**src/hdl/alslux_pkg.sv**
```systemverilog
// shared types, constants and decode functions for the lux calculation unit
`default_nettype none

package alslux_pkg;

   localparam int COUNT_W = 16;
   localparam int TOTAL_W = COUNT_W + 1;
   localparam int CODE_W = 3;
   localparam int LUX_W = 16;
   localparam int LIMIT_W = TOTAL_W + 10;
   localparam int COEF_W = 13;
   localparam int SUM_W = 29;
   localparam int RECIP_HALF_W = 17;
   localparam int RECIP_W = 2 * RECIP_HALF_W;
   localparam int RECIP_SHIFT = 35;
   localparam int PROD_W = SUM_W + RECIP_HALF_W;
   localparam int QUOT_W = SUM_W + 1;
   localparam int QUOT_LSB = RECIP_SHIFT - 1;
   localparam int WIDE_W = QUOT_LSB + QUOT_W;
   localparam int SHIFT_W = 5;

   // register indexes
   localparam logic CSR_GAIN_CODE = 1'b0;
   localparam logic CSR_INTEGRATION_CODE = 1'b1;

   // ratio thresholds in 1/1024 units
   localparam logic [9:0] RATIO_LOW = 10'd460;
   localparam logic [9:0] RATIO_MID = 10'd655;
   localparam logic [9:0] RATIO_HIGH = 10'd870;

   // segment weights, 13-bit fixed point with 10 fraction bits
   localparam logic [COEF_W-1:0] COEF_LOW_CH0 = 13'd1816;
   localparam logic [COEF_W-1:0] COEF_LOW_CH1 = 13'd1132;
   localparam logic [COEF_W-1:0] COEF_MID_CH0 = 13'd4381;
   localparam logic [COEF_W-1:0] COEF_MID_CH1 = 13'd2001;
   localparam logic [COEF_W-1:0] COEF_HIGH_CH0 = 13'd606;
   localparam logic [COEF_W-1:0] COEF_HIGH_CH1 = 13'd121;

   // ceil(2^35 / m) for the odd parts m of gain times integration factor / 5
   localparam logic [63:0] RECIP_3_FULL = ((64'd1 << RECIP_SHIFT) + 64'd2) / 64'd3;
   localparam logic [63:0] RECIP_5_FULL = ((64'd1 << RECIP_SHIFT) + 64'd4) / 64'd5;
   localparam logic [63:0] RECIP_7_FULL = ((64'd1 << RECIP_SHIFT) + 64'd6) / 64'd7;
   localparam logic [63:0] RECIP_9_FULL = ((64'd1 << RECIP_SHIFT) + 64'd8) / 64'd9;
   localparam logic [63:0] RECIP_15_FULL = ((64'd1 << RECIP_SHIFT) + 64'd14) / 64'd15;
   localparam logic [63:0] RECIP_21_FULL = ((64'd1 << RECIP_SHIFT) + 64'd20) / 64'd21;
   localparam logic [RECIP_W-1:0] RECIP_3 = RECIP_3_FULL[RECIP_W-1:0];
   localparam logic [RECIP_W-1:0] RECIP_5 = RECIP_5_FULL[RECIP_W-1:0];
   localparam logic [RECIP_W-1:0] RECIP_7 = RECIP_7_FULL[RECIP_W-1:0];
   localparam logic [RECIP_W-1:0] RECIP_9 = RECIP_9_FULL[RECIP_W-1:0];
   localparam logic [RECIP_W-1:0] RECIP_15 = RECIP_15_FULL[RECIP_W-1:0];
   localparam logic [RECIP_W-1:0] RECIP_21 = RECIP_21_FULL[RECIP_W-1:0];

   // rounding point sits nine bits above the 1/1024 lux step
   localparam logic [SHIFT_W-1:0] ROUND_SHIFT = 5'd9;

   typedef enum logic [1:0] {
      STATUS_OK,
      STATUS_ZERO,
      STATUS_BAD_GAIN,
      STATUS_RANGE
   } status_type;

   typedef enum logic [1:0] {
      SEG_LOW,
      SEG_MID,
      SEG_HIGH
   } seg_type;

   // divisor 2 / (gain * itf / 5) split into odd reciprocal and power of two
   typedef struct packed {
      logic                 unity;
      logic [RECIP_W-1:0]   recip;
      logic [SHIFT_W-1:0]   shift;
   } div_type;

   typedef struct packed {
      logic       valid;
      status_type status;
      div_type    div;
   } ctrl_type;

   function automatic logic gain_is_valid(input logic [CODE_W-1:0] gain);
      logic ok;
      unique case (gain)
         3'd4, 3'd5: ok = 1'b0;
         default:    ok = 1'b1;
      endcase
      return ok;
   endfunction

   function automatic div_type decode_divisor(input logic [CODE_W-1:0] gain,
                                              input logic [CODE_W-1:0] itime);
      logic [2:0] gexp;
      logic       gthree;
      logic [1:0] kexp;
      logic [2:0] kodd;
      logic [4:0] odd;
      div_type    d;
      unique case (gain)
         3'd0:    begin gexp = 3'd0; gthree = 1'b0; end
         3'd1:    begin gexp = 3'd1; gthree = 1'b0; end
         3'd2:    begin gexp = 3'd2; gthree = 1'b0; end
         3'd3:    begin gexp = 3'd3; gthree = 1'b0; end
         3'd6:    begin gexp = 3'd4; gthree = 1'b1; end
         3'd7:    begin gexp = 3'd5; gthree = 1'b1; end
         default: begin gexp = 3'd0; gthree = 1'b0; end
      endcase
      // itf / 5: 2, 1, 4, 8, 3, 5, 6, 7
      unique case (itime)
         3'd0:    begin kexp = 2'd1; kodd = 3'd1; end
         3'd1:    begin kexp = 2'd0; kodd = 3'd1; end
         3'd2:    begin kexp = 2'd2; kodd = 3'd1; end
         3'd3:    begin kexp = 2'd3; kodd = 3'd1; end
         3'd4:    begin kexp = 2'd0; kodd = 3'd3; end
         3'd5:    begin kexp = 2'd0; kodd = 3'd5; end
         3'd6:    begin kexp = 2'd1; kodd = 3'd3; end
         default: begin kexp = 2'd0; kodd = 3'd7; end
      endcase
      odd = gthree ? 5'(kodd) * 5'd3 : 5'(kodd);
      d.unity = 1'b0;
      unique case (odd)
         5'd3:    d.recip = RECIP_3;
         5'd5:    d.recip = RECIP_5;
         5'd7:    d.recip = RECIP_7;
         5'd9:    d.recip = RECIP_9;
         5'd15:   d.recip = RECIP_15;
         5'd21:   d.recip = RECIP_21;
         default: begin
            d.unity = 1'b1;
            d.recip = '0;
         end
      endcase
      d.shift = SHIFT_W'(gexp) + SHIFT_W'(kexp) + ROUND_SHIFT;
      return d;
   endfunction

endpackage

`default_nettype wire

```
**src/hdl/als_two_channel_lux_calc_unit.sv**
```systemverilog
// top level of the two-channel ambient light lux calculation unit
//
// usage
// - a transaction is one pair of channel counts (ch0 visible plus ir, ch1 ir),
//   accepted at a rising edge where start is high and busy is low
// - busy is always low: the six-stage pipeline takes a new pair every cycle
// - each transaction gives one result: rsp_valid is high for exactly one cycle
//   with rsp_lux_value and rsp_status, when the pair leaves the last stage
// - results leave in the order the pairs came in; the receiver cannot stall,
//   so nothing ever waits inside the pipeline
// - throughput is one transaction per cycle; the pipeline has three front
//   stages (channel total, ratio compare, weighted sum) and three back stages
//   (reciprocal partial products, their sum, shift and round)
// - gain_code (index 0) and integration_code (index 1) are written through the
//   csr port and are sampled when a pair enters the pipeline
// - synchronous reset clears both codes to zero and drops all in-flight
//   transactions; no result appears until a new pair is accepted
// - status: ok, both counts zero, invalid gain code, or ratio out of range;
//   lux is zero for any status other than ok and saturates at 65535
`default_nettype none

module als_two_channel_lux_calc_unit (
   input  wire logic                           clock,
   input  wire logic                           reset,
   // request channel
   input  wire logic                           start,
   output logic                                busy,
   input  wire logic [alslux_pkg::COUNT_W-1:0] req_ch0_count,
   input  wire logic [alslux_pkg::COUNT_W-1:0] req_ch1_count,
   // response channel
   output logic                                rsp_valid,
   output logic [alslux_pkg::LUX_W-1:0]        rsp_lux_value,
   output logic [1:0]                          rsp_status,
   // register write port
   input  wire logic                           csr_write,
   input  wire logic                           csr_index,
   input  wire logic [alslux_pkg::CODE_W-1:0]  csr_data
);
   import alslux_pkg::*;

   logic [CODE_W-1:0] gain_code_ff, gain_code_in;
   logic [CODE_W-1:0] integration_code_ff, integration_code_in;
   logic              accept;
   ctrl_type          seg_ctrl;
   logic [SUM_W-1:0]  seg_sum;
   status_type        scale_status;

   // the pipeline never holds back, so a start is always taken
   assign busy = 1'b0;
   assign accept = start && !busy;

   // configuration registers
   always_comb begin
      gain_code_in = gain_code_ff;
      integration_code_in = integration_code_ff;
      if (csr_write) begin
         unique case (csr_index)
            CSR_GAIN_CODE:        gain_code_in = csr_data;
            CSR_INTEGRATION_CODE: integration_code_in = csr_data;
         endcase
      end
   end

   always_ff @(posedge clock) begin
      if (reset) begin
         gain_code_ff <= '0;
         integration_code_ff <= '0;
      end else begin
         gain_code_ff <= gain_code_in;
         integration_code_ff <= integration_code_in;
      end
   end

   // stages 1 to 3: sum of the channels, ratio segment, weighted sum
   alslux_seg u_seg (
      .clock            (clock),
      .reset            (reset),
      .in_valid         (accept),
      .ch0              (req_ch0_count),
      .ch1              (req_ch1_count),
      .gain_code        (gain_code_ff),
      .integration_code (integration_code_ff),
      .ctrl_out         (seg_ctrl),
      .sum_out          (seg_sum)
   );

   // stages 4 to 6: divide by gain times integration factor, round, clamp
   alslux_scale u_scale (
      .clock      (clock),
      .reset      (reset),
      .ctrl_in    (seg_ctrl),
      .sum_in     (seg_sum),
      .out_valid  (rsp_valid),
      .out_lux    (rsp_lux_value),
      .out_status (scale_status)
   );

   assign rsp_status = scale_status;

endmodule

`default_nettype wire

```
**src/hdl/alslux_seg.sv**
```systemverilog
// front pipeline: channel total, ratio segment compare and weighted sum
`default_nettype none

module alslux_seg (
   input  wire logic                          clock,
   input  wire logic                          reset,
   input  wire logic                          in_valid,
   input  wire logic [alslux_pkg::COUNT_W-1:0] ch0,
   input  wire logic [alslux_pkg::COUNT_W-1:0] ch1,
   input  wire logic [alslux_pkg::CODE_W-1:0]  gain_code,
   input  wire logic [alslux_pkg::CODE_W-1:0]  integration_code,
   output alslux_pkg::ctrl_type               ctrl_out,
   output logic [alslux_pkg::SUM_W-1:0]        sum_out
);
   import alslux_pkg::*;

   // stage 1
   ctrl_type             s1_ctrl_ff, s1_ctrl_in;
   logic [COUNT_W-1:0]   s1_ch0_ff, s1_ch1_ff;
   logic [TOTAL_W-1:0]   s1_total_ff, s1_total_in;
   // stage 2
   ctrl_type             s2_ctrl_ff, s2_ctrl_in;
   logic [COUNT_W-1:0]   s2_ch0_ff, s2_ch1_ff;
   seg_type              s2_seg_ff, s2_seg_in;
   // stage 3
   ctrl_type             s3_ctrl_ff;
   logic [SUM_W-1:0]     s3_sum_ff, s3_sum_in;

   logic [LIMIT_W-1:0]   ch1_scaled;
   logic [LIMIT_W-1:0]   lim_low, lim_mid, lim_high;
   logic [SUM_W-1:0]     term0, term1;

   always_comb begin
      s1_total_in = TOTAL_W'(ch0) + TOTAL_W'(ch1);
      s1_ctrl_in.valid = in_valid;
      s1_ctrl_in.div = decode_divisor(gain_code, integration_code);
      priority if (s1_total_in == '0) begin
         s1_ctrl_in.status = STATUS_ZERO;
      end else if (!gain_is_valid(gain_code)) begin
         s1_ctrl_in.status = STATUS_BAD_GAIN;
      end else begin
         s1_ctrl_in.status = STATUS_OK;
      end
   end

   // floor(1024 ch1 / total) < n  <=>  1024 ch1 < n total
   always_comb begin
      ch1_scaled = {1'b0, s1_ch1_ff, 10'b0};
      lim_low = LIMIT_W'(s1_total_ff) * LIMIT_W'(RATIO_LOW);
      lim_mid = LIMIT_W'(s1_total_ff) * LIMIT_W'(RATIO_MID);
      lim_high = LIMIT_W'(s1_total_ff) * LIMIT_W'(RATIO_HIGH);
      s2_ctrl_in = s1_ctrl_ff;
      priority if (ch1_scaled < lim_low) begin
         s2_seg_in = SEG_LOW;
      end else if (ch1_scaled < lim_mid) begin
         s2_seg_in = SEG_MID;
      end else begin
         s2_seg_in = SEG_HIGH;
      end
      if (s1_ctrl_ff.status == STATUS_OK && !(ch1_scaled < lim_high)) begin
         s2_ctrl_in.status = STATUS_RANGE;
      end
   end

   always_comb begin
      unique case (s2_seg_ff)
         SEG_LOW: begin
            term0 = SUM_W'(s2_ch0_ff) * SUM_W'(COEF_LOW_CH0);
            term1 = SUM_W'(s2_ch1_ff) * SUM_W'(COEF_LOW_CH1);
         end
         SEG_MID: begin
            term0 = SUM_W'(s2_ch0_ff) * SUM_W'(COEF_MID_CH0);
            term1 = SUM_W'(s2_ch1_ff) * SUM_W'(COEF_MID_CH1);
         end
         default: begin
            term0 = SUM_W'(s2_ch0_ff) * SUM_W'(COEF_HIGH_CH0);
            term1 = SUM_W'(s2_ch1_ff) * SUM_W'(COEF_HIGH_CH1);
         end
      endcase
      if (s2_seg_ff == SEG_MID) begin
         s3_sum_in = (term0 > term1) ? term0 - term1 : '0;
      end else begin
         s3_sum_in = term0 + term1;
      end
   end

   always_ff @(posedge clock) begin
      if (reset) begin
         s1_ctrl_ff <= '0;
         s2_ctrl_ff <= '0;
         s3_ctrl_ff <= '0;
      end else begin
         s1_ctrl_ff <= s1_ctrl_in;
         s2_ctrl_ff <= s2_ctrl_in;
         s3_ctrl_ff <= s2_ctrl_ff;
      end
   end

   always_ff @(posedge clock) begin
      s1_ch0_ff <= ch0;
      s1_ch1_ff <= ch1;
      s1_total_ff <= s1_total_in;
      s2_ch0_ff <= s1_ch0_ff;
      s2_ch1_ff <= s1_ch1_ff;
      s2_seg_ff <= s2_seg_in;
      s3_sum_ff <= s3_sum_in;
   end

   assign ctrl_out = s3_ctrl_ff;
   assign sum_out = s3_sum_ff;

endmodule

`default_nettype wire

```
**src/hdl/alslux_scale.sv**
```systemverilog
// back pipeline: reciprocal multiply, power-of-two shift, rounding and saturation
`default_nettype none

module alslux_scale (
   input  wire logic                        clock,
   input  wire logic                        reset,
   input  wire alslux_pkg::ctrl_type        ctrl_in,
   input  wire logic [alslux_pkg::SUM_W-1:0] sum_in,
   output logic                             out_valid,
   output logic [alslux_pkg::LUX_W-1:0]      out_lux,
   output alslux_pkg::status_type           out_status
);
   import alslux_pkg::*;

   // stage 4: two partial products of sum times reciprocal
   ctrl_type            s4_ctrl_ff;
   logic [SUM_W-1:0]    s4_sum_ff;
   logic [PROD_W-1:0]   s4_lo_ff, s4_lo_in;
   logic [PROD_W-1:0]   s4_hi_ff, s4_hi_in;
   // stage 5: quotient floor(2 sum / m)
   ctrl_type            s5_ctrl_ff;
   logic [QUOT_W-1:0]   s5_quot_ff, s5_quot_in;
   logic [WIDE_W-1:0]   wide;
   // stage 6: result registers
   logic                out_valid_ff;
   logic [LUX_W-1:0]    out_lux_ff, out_lux_in;
   status_type          out_status_ff;
   logic [QUOT_W-1:0]   shifted, rounded;

   always_comb begin
      s4_lo_in = PROD_W'(sum_in) * PROD_W'(ctrl_in.div.recip[RECIP_HALF_W-1:0]);
      s4_hi_in = PROD_W'(sum_in) * PROD_W'(ctrl_in.div.recip[RECIP_W-1:RECIP_HALF_W]);
   end

   always_comb begin
      wide = (WIDE_W'(s4_hi_ff) << RECIP_HALF_W) + WIDE_W'(s4_lo_ff);
      if (s4_ctrl_ff.div.unity) begin
         s5_quot_in = {s4_sum_ff, 1'b0};
      end else begin
         s5_quot_in = wide[WIDE_W-1:QUOT_LSB];
      end
   end

   // round half up at bit 9 of the scaled value, then clamp to 16 bits
   always_comb begin
      shifted = s5_quot_ff >> s5_ctrl_ff.div.shift;
      rounded = {1'b0, shifted[QUOT_W-1:1]} + QUOT_W'(shifted[0]);
      if (s5_ctrl_ff.status != STATUS_OK) begin
         out_lux_in = '0;
      end else if (rounded[QUOT_W-1:LUX_W] != '0) begin
         out_lux_in = '1;
      end else begin
         out_lux_in = rounded[LUX_W-1:0];
      end
   end

   always_ff @(posedge clock) begin
      if (reset) begin
         s4_ctrl_ff <= '0;
         s5_ctrl_ff <= '0;
         out_valid_ff <= 1'b0;
      end else begin
         s4_ctrl_ff <= ctrl_in;
         s5_ctrl_ff <= s4_ctrl_ff;
         out_valid_ff <= s5_ctrl_ff.valid;
      end
   end

   always_ff @(posedge clock) begin
      s4_sum_ff <= sum_in;
      s4_lo_ff <= s4_lo_in;
      s4_hi_ff <= s4_hi_in;
      s5_quot_ff <= s5_quot_in;
      out_lux_ff <= out_lux_in;
      out_status_ff <= s5_ctrl_ff.status;
   end

   assign out_valid = out_valid_ff;
   assign out_lux = out_lux_ff;
   assign out_status = out_status_ff;

endmodule

`default_nettype wire

```
**config.mk**
```make
export PLATFORM = sky130hd
export DESIGN_NAME = als_two_channel_lux_calc_unit
export DESIGN_NICKNAME = d
export VERILOG_FILES = /design/src/hdl/alslux_pkg.sv /design/src/hdl/als_two_channel_lux_calc_unit.sv /design/src/hdl/alslux_seg.sv /design/src/hdl/alslux_scale.sv
export SDC_FILE = /design/constraint.sdc
export NUM_CORES = 2
export LEC_CHECK = 0
export BUFFER_PORTS_ARGS = -buffer_cell sky130_fd_sc_hd__buf_4
export CAP_MARGIN = 5
export CORE_MARGIN = 2
export CORE_UTILIZATION = 60
export CTS_BUF_LIST = sky130_fd_sc_hd__clkbuf_16
export CTS_CLUSTER_DIAMETER = 150
export DETAILED_ROUTE_END_ITERATION = 16
export PLACE_DENSITY = 0.74
export SYNTH_ARGS = -nofsm -noshare
export SYNTH_HDL_FRONTEND = slang
export SYNTH_SLANG_ARGS = --single-unit
```
**constraint.sdc**
```tcl
create_clock -name clock -period 10.34 [get_ports clock]
set_clock_uncertainty 0.1 [all_clocks]
set_input_delay 2.068 -clock clock [delete_from_list [all_inputs] [get_ports clock]]
set_output_delay 2.068 -clock clock [all_outputs]
set_load 0.05 [all_outputs]
```
==> flow_metrics.py <==
metrics = {
    "worst_setup_path": {
        "critPathLaunchType": "flip-flop",
        "critPathMaxStageDelay_ps": 860,
        "cp_common_cell": "fa_1",
        "worst-setup-path-type": "reg2reg",
        "worstPathRequired_ps": 10720,
        "critical_path_slowest_stage_cell": "or3b_2",
        "cp-end-kind": "flip-flop",
        "crit_path_max_fanout": 38,
        "worst_ep_arrival_time_ps": 9280,
    },
    "clock_tree": {
        "htreeDepth": 2,
        "cts_max_path_buffers": 3,
        "post_cts_hold_buffer_count": 0,
        "cts_tree": "yes",
        "clockRootBuffer": "clkbuf_16",
        "clock-sinks": 357,
        "cts-buffers-inserted": 45,
        "clkSlewWorstSetupHoldPaths_ps": 70,
        "ctsResizeCount": 0,
        "cts_setup_buffers": 0,
        "worst_skew_pair.late_latency_ps": 670,
    },
    "floorplan": {
        "initial_utilization_pct": 60.54,
        "std_cell_rows": 122,
        "floorplan.io_pins": 60,
        "die_height_um": 338.4,
        "placeableCoreArea_sq_um": 110800,
        "chipWidth_um": 338.4,
        "floorplan.die_area_sq_um": 114500,
    },
    "drt": {
        "detailroute.via_count": 49134,
        "drcViolationCount": 0,
        "ant_nets": 0,
        "first_iter_violations": 3578,
        "wl_mm": 175.2,
        "drt_first_pass_iters": 6,
        "dr_wl_cell_um": 20.06,
        "vias_per_cell": 5.626,
    },
    "placed_design": {
        "place_worst_setup_slack_ps": 1591,
        "numPlacedInstances": 8645,
        "detailed_placer_s_ending_hpwl_mm": 145.5,
        "place.gp.congestion": 0.9498,
        "numPortBuffers": 58,
    },
    "cells_and_area": {
        "drive_above_1_share_pct": 3.771,
        "multiInputGateArea_sq_um": 52660,
        "flow.area_growth_from_synthesis_pct": 5.002,
        "layout.nets": 9372,
        "finish.cell_count_without_fillers": 8734,
        "regArea_sq_um": 7167,
        "fillerInstances": 9346,
    },
    "sta": {
        "period_minus_slack_ps": 8904,
        "layout_worst_path_cycle_share_pct": 86.11,
        "tightest_slew_ps": 1151,
        "finalSetupViolations": 0,
        "fin_setup_tns_ps": 0,
        "setup_repair_after_global_routing_missed_its_margin": "false",
        "slew_violations": 0,
        "slew-limit-headroom_pct": 23.15,
        "fin_worst_hold_slack_ps": 223.9,
        "max_clock_freq_mhz": 112.3,
        "final_hold_viol_count": 0,
        "layout_setup_ws_ps": 1436,
    },
    "yosys": {
        "ys_ff_latch": 357,
        "yosysMostFrequentCell": "inv_1",
        "syn-instance-count": 7234,
        "yosys_warnings": 0,
        "yosysTopAreaCellShare_pct": 32.88,
        "synth.area.top_cells": "fa_1, ha_1, dfxtp_1",
        "synth.cell_area_sq_um": 67090,
        "dominantRegCellSynth": "dfxtp_1",
        "seq_area_frac_synth_pct": 10.65,
        "syn-mean-instance-area_sq_um": 9.275,
        "synth.top_cells.by_count": "inv_1, fa_1, ha_1",
        "ys_async_sr_fraction_pct": 0,
        "number_of_nets_in_the_synthesized_netlist": 9402,
        "number_of_different_library_cells_in_the_post_synthesis_netlist": 99,
        "synth_enable_flop_cells": 0,
        "synth_area_leader_cell": "fa_1",
    },
    "global_routing": {
        "wire_length_of_the_first_global_routing_pass_mm": 280.6,
        "grt_pass1_vias": 51176,
        "groute.usage.overall_pct": 31.22,
        "maximum_number_of_pins_on_one_net_before_global_route_repair": 88,
        "initial_antenna_violation_count": 5,
        "grt_remaining_overflow": 0,
    },
    "worst_hold_path": {
        "hold_class": "reg2reg",
    },
    "outcome": {
        "run_status": "finished clean",
    },
    "run": {
        "cap_violations": 0,
    },
}
-- critical path, delay by kind of cell, from the launching register on --
| kind | cells | cell delay [ps] |
|---|---|---|
| and+or+nand+nor | 5 | 1600 |
| DFF | 1 | 570 |
| buffers and inverters | 2 | 240 |
| AOI/OAI and AO/OA | 13 | 2780 |
| xor gates and xnor gates | 1 | 60 |
| adders and majority gates | 7 | 3370 |
-- through the flow --
| step | util [%] | area, sq um |
|---|---|---|
| after CTS | 63.56 | 70430 |
| final | 63.57 | 70450 |
| after detailed placement | 62.15 | 68880 |
| after global placement | 62.15 | 68880 |
| after global routing | 63.57 | 70440 |
| after floorplan | - | 67090 |
-- registers in the layout, indices dropped and copies added (netlist names), 8 cells and up --
name / flops
u_scale.s4_hi_ff: 46
u_scale.s5_quot_ff: 30
u_scale.s4_lo_ff: 29
u_scale.s4_sum_ff: 29
u_seg.sum_out: 29
u_seg.ctrl_out: 23
u_seg.s1_ctrl_ff: 23
u_seg.s2_ctrl_ff: 23
u_seg.s1_total_ff: 17
u_scale.out_lux: 16
u_seg.s1_ch0_ff: 16
u_seg.s1_ch1_ff: 16
u_seg.s2_ch0_ff: 16
u_seg.s2_ch1_ff: 16
u_scale.s4_ctrl_ff: 9
u_scale.s5_ctrl_ff: 8
-- metal layers --
metal | part of all wire [%] | track usage, %
met1 | 41 | 41.57
met2 | 47 | 51.57
met3 | 7.3 | 4.958
met4 | 4.3 | 11.50
met5 | 0.0040 | 0
-- cell usage in the layout, fill, tap and decap left out, types with 175 or more instances in the layout --
cell and count:
inv_1 1742, fa_1 1102, ha_1 1026, nand2_1 382, dfxtp_1 343, a21oi_1 305, nor2_1 289, and2_1 250
o21ai_0 222, xnor2_1 175
-- area by class of cell --
type / instances / area share (%)
Sequential cell: 357 / 10.17
Clock inverter: 38 / 0.6074
Inverter: 1739 / 9.266
Tap cell: 1488 / 2.643
Clock buffer: 45 / 1.598
Multi-Input combinational cell: 4973 / 74.75
Antenna cell: 6 / 0.02131
Timing Repair Buffer: 88 / 0.9378
-- final timing paths --
kind / startpoint / endpoint / slack [ps] / depth (start not counted)
setup / recovery: u_seg.s2_ch1_ff[3] / u_seg.sum_out[9] / 1440 / 28
hold / removal: u_seg.s1_ch0_ff[11] / u_seg.s2_ch0_ff[11] / 220 / 0
setup reg to reg: u_seg.s2_ch1_ff[3] / u_seg.sum_out[9] / 1440 / 28
hold reg to reg: u_seg.s1_ch0_ff[11] / u_seg.s2_ch0_ff[11] / 220 / 0
-- cells by family (layout without fill, tap and decap cells) --
kind of cell,Yosys count,after routing,share of synthesized area (%)
buffers and inverters,1904,1910,10.87
AND/OR/NAND/NOR,1425,1425,10.69
XOR/XNOR,276,276,3.603
AO/OA/AOI/OAI,1042,1042,9.886
other,1,7,0.005589
flip-flops,357,357,10.65
adder cells (fa/ha/maj),2128,2128,52.01
multiplexers,101,101,2.277
Power is left out: the tool's default activity adds up to more than one toggle a clock period on the data nets, which glitch-free logic cannot reach.
